### src/dlm_pkg.sv
// Shared types and constants of the dense layer MAC core
package dlm_pkg;

  localparam int DefMaxIn    = 64;
  localparam int DefMaxOut   = 64;
  localparam int DefFracBits = 12;

  localparam int DataW = 16;
  localparam int IdxW  = 12;
  localparam int OutIdxW = 6;
  localparam int CfgW  = 7;

  typedef enum logic [1:0] {
    FUNC_WEIGHT = 2'd0,
    FUNC_BIAS   = 2'd1,
    FUNC_PUSH   = 2'd2,
    FUNC_NONE   = 2'd3
  } func_t;

  typedef enum logic [1:0] {
    REG_IN_COUNT  = 2'd0,
    REG_OUT_COUNT = 2'd1,
    REG_USE_BIAS  = 2'd2,
    REG_NONE      = 2'd3
  } reg_idx_t;

  typedef enum logic [1:0] {
    ST_IDLE,
    ST_SLOT,
    ST_ISSUE,
    ST_DRAIN
  } seq_state_t;

  typedef struct packed {
    logic               valid;
    logic               first;
    logic               lastin;
    logic               lastout;
    logic [OutIdxW-1:0] oidx;
  } mac_ctl_t;

endpackage

### src/dlm_cell.sv
// One cell of the row ring: holds one input element
module dlm_cell import dlm_pkg::*; (
  input  logic             clk,
  input  logic             load,
  input  logic             shift,
  input  logic [DataW-1:0] d_load,
  input  logic [DataW-1:0] d_shift,
  output logic [DataW-1:0] q
);

  always_ff @(posedge clk) begin
    if (load) begin
      q <= d_load;
    end else if (shift) begin
      q <= d_shift;
    end
  end

endmodule

### config.mk
export PLATFORM = sky130hd
export DESIGN_NAME = dlm_cell
export DESIGN_NICKNAME = d
export VERILOG_FILES = /design/src/dlm_pkg.sv /design/src/dlm_cell.sv
export SDC_FILE = /design/constraint.sdc
export NUM_CORES = 1
export LEC_CHECK = 0
export BUFFER_PORTS_ARGS = -buffer_cell sky130_fd_sc_hd__buf_4
export CORE_MARGIN = 3
export CORE_UTILIZATION = 37
export CTS_BUF_LIST = sky130_fd_sc_hd__clkbuf_8
export DETAILED_ROUTE_END_ITERATION = 16
export GPL_ROUTABILITY_DRIVEN = 0
export PLACE_DENSITY = 0.74
export SLEW_MARGIN = 0
export SYNTH_ARGS = -nofsm -noshare
export SYNTH_HDL_FRONTEND = slang
export SYNTH_SLANG_ARGS = --single-unit
### constraint.sdc
create_clock -name clk -period 1.15 [get_ports clk]
set_clock_uncertainty 0.05 [all_clocks]
set_input_delay 0.115 -clock clk [delete_from_list [all_inputs] [get_ports clk]]
set_output_delay 0.115 -clock clk [all_outputs]
set_load 0.01 [all_outputs]
==> flow_summary.json <==
{
  "overflow": 0,
  "clkSinkCount": 16,
  "design_area_sq_um": 1150,
  "numCtsBuffers": 3,
  "row_count": 15,
  "max_stage_delay_ns": 0.38,
  "layout_setup_ws_ns": 0.206,
  "hold_viol": 0,
  "clockBufferDepth": 2,
  "top_regs": "q: 16 flops",
  "drtIter0Drc": 5,
  "power.leakage_nw": 0.531,
  "cp.buffers_inverters": 1,
  "post_cts_resized": 0,
  "seqCellArea_sq_um": 480,
  "postPlaceCellArea_sq_um": 1110,
  "slew-limit-headroom_pct": 82.4,
  "syn2layout_area_growth_pct": 57.8,
  "power.density_nw_per_um2": 1260,
  "cp_cell_sequence": "buf_4",
  "p_sw_share_pct": 20.5,
  "clkPwrFrac_pct": 28.4,
  "cts_tree": "built",
  "track_usage_pct": 12.8,
  "internal_power_mw": 1.15,
  "rsz0062_at_grt": "no",
  "num_vias": 499,
  "die_w_um": 50.5,
  "path_class": "flip-flop to output port",
  "ir_drop_v": 0.00105,
  "hold_class": "primary input to flip-flop",
  "io_pins": 51,
  "diodes": 0,
  "fillers": 143,
  "synth_cell_types": 6,
  "totalPowerFinal_mw": 1.45,
  "initial_core_util_pct": 40.6,
  "cts_setup_buffers": 0,
  "synth_fp_nets": 70,
  "drive_gt1_share_pct": 80.5,
  "layout.nets": 123,
  "endpoint_kind": "output port",
  "startpoint_type": "flip-flop",
  "viasPerCell": 4.46,
  "p_sw_mw": 0.297,
  "required_ns": 0.99,
  "top_register": "q",
  "grt_max_degree": 18,
  "synth_top_area_share_pct": 65.6,
  "layout_worst_path_cycle_share_pct": 82.1,
  "critPathMaxFanout": 1,
  "synth_area_leaders": "edfxtp_1, mux2_4, mux2_2, buf_12, buf_6",
  "max_freq_mhz": 1060,
  "yosys_register_bits": 16,
  "core_sq_um": 1800,
  "comb_power_share_pct": 20.9,
  "slew_violations": 0,
  "power_frac_seq_pct": 50.6,
  "period_needed_ns": 0.944,
  "status": "finished clean",
  "wl_per_cell_um": 13.6,
  "port-buffer-count": 50,
  "cts-root-buf": "clkbuf_8",
  "final_util_pct": 64.1,
  "crit_slowest_cell": "edfxtp_1",
  "dpl_worst_slack_ns": 0.0810,
  "ant_nets": 0,
  "tns_ns": 0,
  "setup_viol": 0,
  "largest_reg_flops": 16,
  "tightest_slew_ns": 0.264,
  "fp.dieH_um": 50.5,
  "ys_seq_area_share_pct": 65.6,
  "arrival_ns": 0.78,
  "firstDrtPassIters": 3,
  "mappedNetlistArea_sq_um": 732,
  "wirelength_mm": 1.52,
  "multi_input_area_sq_um": 223,
  "ys_warn_count": 0,
  "grt_first_pass_wirelength_mm": 2.39,
  "path_clk_slew_ns": 0.06,
  "grt_pass1_vias": 511,
  "syn_area_per_cell_sq_um": 20.9,
  "h-tree-depth": 1,
  "syn_inst": 35,
  "cpLargestDelayFamily": "flip-flops",
  "drc": 0,
  "synth.largest_area_cell": "edfxtp_1",
  "antenna_found_initial": 0,
  "drv_cap": 0,
  "hold_buffers": 0,
  "die_area_sq_um": 2550
}
placed cells by master, fill, tap and decap left out:
master	n
edfxtp_1	16
buf_4	50
mux2_2	7
mux2_4	9
or2_4	1
clkbuf_8	3
clkinv_1	1
worst paths after layout:
path  slack [ns]  depth (start not counted)  endpoint  startpoint
max         0.21                          1     q[12]       q[12]
min         0.12                          2     q[11]  d_load[11]
Yosys cell counts:
| cell | instances |
|---|---|
| buf_12 | 1 |
| buf_6 | 1 |
| edfxtp_1 | 16 |
| mux2_2 | 7 |
| mux2_4 | 9 |
| or2_1 | 1 |
layout make-up:
class | instances | share of cell area [%]
Multi-Input combinational cell | 17 | 19.3
Tap cell | 25 | 2.71
Clock inverter | 1 | 0.325
Timing Repair Buffer | 50 | 32.5
Sequential cell | 16 | 41.6
Clock buffer | 3 | 3.58
routing by layer:
layer / part of all wire [%] / GRT usage, % / up-vias
met5: 0 / 0 / -
met4: 0 / 1.35 / 0
met3: 6.9 / 6.82 / 0
met2: 59 / 23.0 / 19
met1: 34 / 13.7 / 242
li1: - / - / 238
cells by family after synthesis:
kind of cell,share of synthesized area (%)
muxes,29.2
buffers and inverters,4.27
and+or+nand+nor,0.855
DFF,65.6
power groups by stage:
stage	clock network [mW]	registers, mW	logic (mW)
after floorplan	0	0.781	0.0928
after global placement	0	0.747	0.305
after detailed placement	0	0.748	0.308
after CTS	0.429	0.736	0.309
after global routing	0.458	0.740	0.326
final	0.413	0.734	0.304
through the flow:
step                hold WS (ns)  std cells
floorplan                  0.282         35
finish                     0.118        112
detailed placement         0.368        108
global route               0.111        112
global placement           0.367        108
CTS                        0.112        112
Power figures use the tool's default switching activity.
