## config.mk

```make
export PLATFORM = sky130hd
export DESIGN_NAME = dlm_mac
export DESIGN_NICKNAME = d
export VERILOG_FILES = /design/src/dlm_pkg.sv /design/src/dlm_mac.sv
export SDC_FILE = /design/constraint.sdc
export NUM_CORES = 1
export LEC_CHECK = 0
export BUFFER_PORTS_ARGS = -buffer_cell sky130_fd_sc_hd__buf_2
export CAP_MARGIN = 25
export CORE_ASPECT_RATIO = 0.8
export CORE_MARGIN = 3
export CORE_UTILIZATION = 51
export CTS_CLUSTER_SIZE = 30
export DETAILED_ROUTE_END_ITERATION = 16
export PLACE_DENSITY = 0.7
export SYNTH_ARGS = -nofsm -noshare
export SYNTH_HDL_FRONTEND = slang
export SYNTH_SLANG_ARGS = --single-unit
```

## constraint.sdc

```tcl
create_clock -name clk -period 7.4 [get_ports clk]
set_clock_uncertainty 0.15 [all_clocks]
set_input_delay 0.74 -clock clk [delete_from_list [all_inputs] [get_ports clk]]
set_output_delay 0.74 -clock clk [all_outputs]
set_load 0.02 [all_outputs]
```

## src/dlm_pkg.sv

```systemverilog
// Shared types and constants of the dense layer MAC core
package dlm_pkg;

  localparam int DefMaxIn    = 64;
  localparam int DefMaxOut   = 64;
  localparam int DefFracBits = 12;

  localparam int DataW = 16;
  localparam int IdxW  = 12;
  localparam int OutIdxW = 6;
  localparam int CfgW  = 7;

  typedef enum logic [1:0] {
    FUNC_WEIGHT = 2'd0,
    FUNC_BIAS   = 2'd1,
    FUNC_PUSH   = 2'd2,
    FUNC_NONE   = 2'd3
  } func_t;

  typedef enum logic [1:0] {
    REG_IN_COUNT  = 2'd0,
    REG_OUT_COUNT = 2'd1,
    REG_USE_BIAS  = 2'd2,
    REG_NONE      = 2'd3
  } reg_idx_t;

  typedef enum logic [1:0] {
    ST_IDLE,
    ST_SLOT,
    ST_ISSUE,
    ST_DRAIN
  } seq_state_t;

  typedef struct packed {
    logic               valid;
    logic               first;
    logic               lastin;
    logic               lastout;
    logic [OutIdxW-1:0] oidx;
  } mac_ctl_t;

endpackage

```

## src/dlm_mac.sv

```systemverilog
// Multiply-accumulate pipeline with rounding, saturation and output register
module dlm_mac import dlm_pkg::*; #(
  parameter int MAX_IN    = DefMaxIn,
  parameter int FRAC_BITS = DefFracBits
) (
  input  logic                clk,
  input  logic                rst,
  input  mac_ctl_t            ctl,
  input  logic [DataW-1:0]    w,
  input  logic [DataW-1:0]    x,
  input  logic [DataW-1:0]    b,
  input  logic                use_bias,
  input  logic                out_stall,
  output logic                out_valid,
  output logic [OutIdxW-1:0]  out_index,
  output logic [DataW-1:0]    result,
  output logic                saturated,
  output logic                last,
  output logic                done
);

  localparam int AccW = 2 * DataW + $clog2(MAX_IN) + 1;
  localparam int RndW = AccW + 1;

  mac_ctl_t                 ctl2, ctl3;
  logic signed [2*DataW-1:0] prod;
  logic signed [AccW-1:0]   bterm;
  logic signed [AccW-1:0]   acc;
  logic signed [RndW-1:0]   rnd;
  logic signed [RndW-1:0]   shr;
  logic [DataW-1:0]         res_next;
  logic                     sat_next;

  always_ff @(posedge clk) begin
    prod  <= $signed(w) * $signed(x);
    bterm <= use_bias ? (AccW'($signed(b)) <<< FRAC_BITS) : '0;
    if (ctl2.valid) begin
      acc <= (ctl2.first ? bterm : acc) + AccW'(prod);
    end
  end

  always_ff @(posedge clk) begin
    if (rst) begin
      ctl2 <= '0;
      ctl3 <= '0;
    end else begin
      ctl2 <= ctl;
      ctl3 <= ctl2;
    end
  end

  always_comb begin
    rnd = RndW'(acc);
    if (FRAC_BITS > 0) begin
      rnd = rnd + (RndW'(1) <<< (FRAC_BITS > 0 ? FRAC_BITS - 1 : 0));
    end
    shr = rnd >>> FRAC_BITS;
    sat_next = 1'b1;
    if (shr > $signed(RndW'(32767))) begin
      res_next = 16'h7fff;
    end else if (shr < -$signed(RndW'(32768))) begin
      res_next = 16'h8000;
    end else begin
      res_next = shr[DataW-1:0];
      sat_next = 1'b0;
    end
  end

  assign done = ctl3.valid && ctl3.lastin;

  always_ff @(posedge clk) begin
    if (rst) begin
      out_valid <= 1'b0;
    end else if (done) begin
      out_valid <= 1'b1;
    end else if (!out_stall) begin
      out_valid <= 1'b0;
    end
  end

  always_ff @(posedge clk) begin
    if (done) begin
      result    <= res_next;
      saturated <= sat_next;
      out_index <= ctl3.oidx;
      last      <= ctl3.lastout;
    end
  end

endmodule

```

==> flow_summary.ini <==
[synth]
muxShareOfSynthArea_pct = 1.27
synthXorXnorAreaFrac_pct = 4.45
synth_edf_count = 63
yosys_warnings = 0
synth_fp_nets = 2193
yosys.area_share.simple_pct = 15.3
ys_types = 69
synth_compound_area_share_pct = 8.90
seq_area_frac_synth_pct = 19.7
synthesis.area_sq_um = 16500
synthCells = 1747
async_reset_ff_share_pct = 0
syn_area_per_cell_sq_um = 9.47
synth_seq_cells = 131
synth_top_family_by_area = adder cells
synth_flop_cell = dfxtp_1
synth_fa_ha_area_share_pct = 41.0

[drt]
first_iter_violations = 630
vias_per_cell = 5.34
firstDrtPassIters = 5
vias = 12000
wl_per_cell_um = 15.3
drc = 0
wl_um = 34200
ant_nets = 0

[grt]
grt_overflow = 0
grt_pass1_wl_um = 60300
grtUsageTotal_pct = 20.9
grt_max_degree = 41
antenna_found_initial = 0
grt_pass1_vias = 13000

[min_path]
hold_end = out_index[5]
hp-start = ctl3[5]
hold_depth = 0
holdCritPathClass = flip-flop to flip-flop

[cts]
clk_latency_ns = 0.41
clk_path_buf_depth = 2
hold_buffers = 0
cts_setup_buffers = 0
cts_resized = 0
cts_buffers = 17
clk_pin_slew_ns = 0.06
htreeDepth = 4
cts_tree = yes
cts_sinks = 131
cts-root-buf = clkbuf_16

[finish]
num_antenna_cells = 0
finish.net_count = 2256
final_core_util_pct = 56.7
syn2layout_area_growth_pct = 8.80
fillers = 2814
drive_gt1_share_pct = 8.56

[critical_path]
reg2reg_from = ctl2[8]
start_kind = input port
crit_type = input port to flip-flop
critical_path.max_fanout = 16
cp.required_ns = 7.59
arrival_ns = 6.94
reg2reg_to = acc[36]
endpoint_kind = flip-flop
reg2reg_setup_slack_ns = 3.32
reg2reg_depth = 14

[floorplan]
die_width_um = 207
die_y_um = 167
rows = 58
core_sq_um = 31700
die_area_sq_um = 34600
io_pins = 88
start_util_pct = 52.2

[placed_design]
hpwlAfterDp_um = 28100
place_congestion = 0.859
port_buffers = 87

[flow_run]
max_cap_viol_count = 0

[sta]
slew_headroom_pct = 41.3
fmax_mhz = 148
rsz0062_at_grt = false
setup_violations = 0
final_hold_viol_count = 0
fin_tns_setup_ns = 0
fin_crit_sh_pct = 91.3
tightestPinTransition_ns = 0.870
final.min_clock_period_ns = 6.75
finalMaxSlewViolations = 0

[status]
status = completed
-- final cells by class --
type / instances / area [sq um] / area share, %
Clock buffer: 18 / 429 / 2.38
Sequential cell: 131 / 3250 / 18.1
Multi-Input combinational cell: 1203 / 11700 / 65.2
Clock inverter: 14 / 183 / 1.02
Tap cell: 420 / 526 / 2.92
Inverter: 361 / 1360 / 7.53
Timing Repair Buffer: 96 / 515 / 2.86
-- worst max path at each step --
stage,start,end,slack (ns),depth (start not counted)
finish,x[12],prod[29],0.65,21
global route,x[6],prod[29],0.18,22
CTS,x[12],prod[29],0.71,21
detailed placement,x[12],prod[29],0.29,21
global placement,x[6],prod[29],0.38,22
floorplan,x[15],prod[29],0.69,21
-- state kept, by name, summed over array words and instances, names as in the netlist --
register   count
out_index      6
ctl2          10
prod          32
bterm         16
result        16
last           1
acc           39
saturated      1
ctl3           9
out_valid      1
-- synthesized netlist by cell type (3+ instances only) --
cell,number,share of area (%)
or2_2,3,0.11
o21a_1,12,0.54
a211oi_1,12,0.54
o41a_1,4,0.27
nand2_1,153,3.5
o21ai_0,62,1.9
edfxtp_1,63,11
mux2_2,16,1.1
a21o_1,30,1.4
ha_1,121,9.2
clkbuf_1,48,1.1
xnor2_1,55,2.9
or3_1,4,0.15
nand2b_1,11,0.42
mux2i_1,3,0.18
nor2b_1,36,1.4
xor2_1,29,1.5
and4_1,5,0.26
o211ai_1,3,0.14
a31oi_1,9,0.34
and2_1,149,5.6
inv_1,361,8.2
nor4_1,6,0.23
dfxtp_1,68,8.2
nand3_1,20,0.61
and3_1,10,0.38
nand4_1,11,0.42
a21oi_1,53,1.6
o22ai_1,3,0.11
nor2_1,59,1.3
nor3_1,12,0.36
o21ai_1,5,0.15
o21bai_1,4,0.18
fa_1,263,32
buf_2,3,0.091
-- worst max-delay path, cell delays in order --
cell and delay (ns):
buf_2 0.28, nand2_1 0.14, fa_1 0.56, inv_1 0.05
fa_1 0.48, fa_1 0.54, fa_1 0.54, fa_1 0.54
inv_1 0.05, fa_1 0.53, inv_1 0.04, ha_1 0.35
a21o_1 0.22, a211oi_1 0.37, o21ai_0 0.16, a21oi_1 0.20
a211oi_1 0.11, o21ai_0 0.40, a31oi_1 0.20, a211oi_1 0.29
xnor2_1 0.14
-- metal layers --
metal	part of all wire (%)	up-vias	global-route usage (%)
li1	-	5611	-
met1	43	6040	27.1
met2	51	274	37.1
met3	4.7	57	3.24
met4	2.1	0	5.10
met5	0	-	0
-- placed cells by master, fill, tap and decap left out, types with 5 or more instances in the layout --
master	synthesis	final
edfxtp_1	63	63
a21o_1	30	30
dfxtp_1	68	67
and3_1	10	10
ha_1	121	121
a211oi_1	12	12
buf_4	0	8
nor2_1	59	59
mux2_2	16	16
nor3_1	12	12
clkbuf_16	0	17
xor2_1	29	29
a21oi_1	53	53
nor2b_1	36	36
buf_2	3	87
xnor2_1	55	55
nand2_1	153	153
nand3_1	20	20
nor4_1	6	6
and4_1	5	5
nand2b_1	11	11
inv_1	361	361
and2_1	149	149
o21a_1	12	12
o21ai_0	62	62
a31oi_1	9	9
fa_1	263	263
nand4_1	11	11
o21ai_1	5	5
-- cell families after synthesis --
group           after synthesis
simple gates                489
compound gates              227
flops                       131
mux                          19
buf+inv                     413
xor+xnor                     84
fa+ha+maj                   384
-- per-stage QoR --
stage          instance area [sq um]  hold slack, ns  std cells  setup slack [ns]
3_5_place_dp                   17400           0.240       2210             0.292
2_1_floorplan                  16500           0.236       1747             0.685
4_1_cts                        18000           0.253       2242             0.705
6_report                       18000           0.251       2243             0.647
3_3_place_gp                   17400           0.237       2210             0.381
5_1_grt                        18000           0.256       2243             0.180
Power is left out: the tool's default activity adds up to more than one toggle a clock period on the data nets, which glitch-free logic cannot reach.
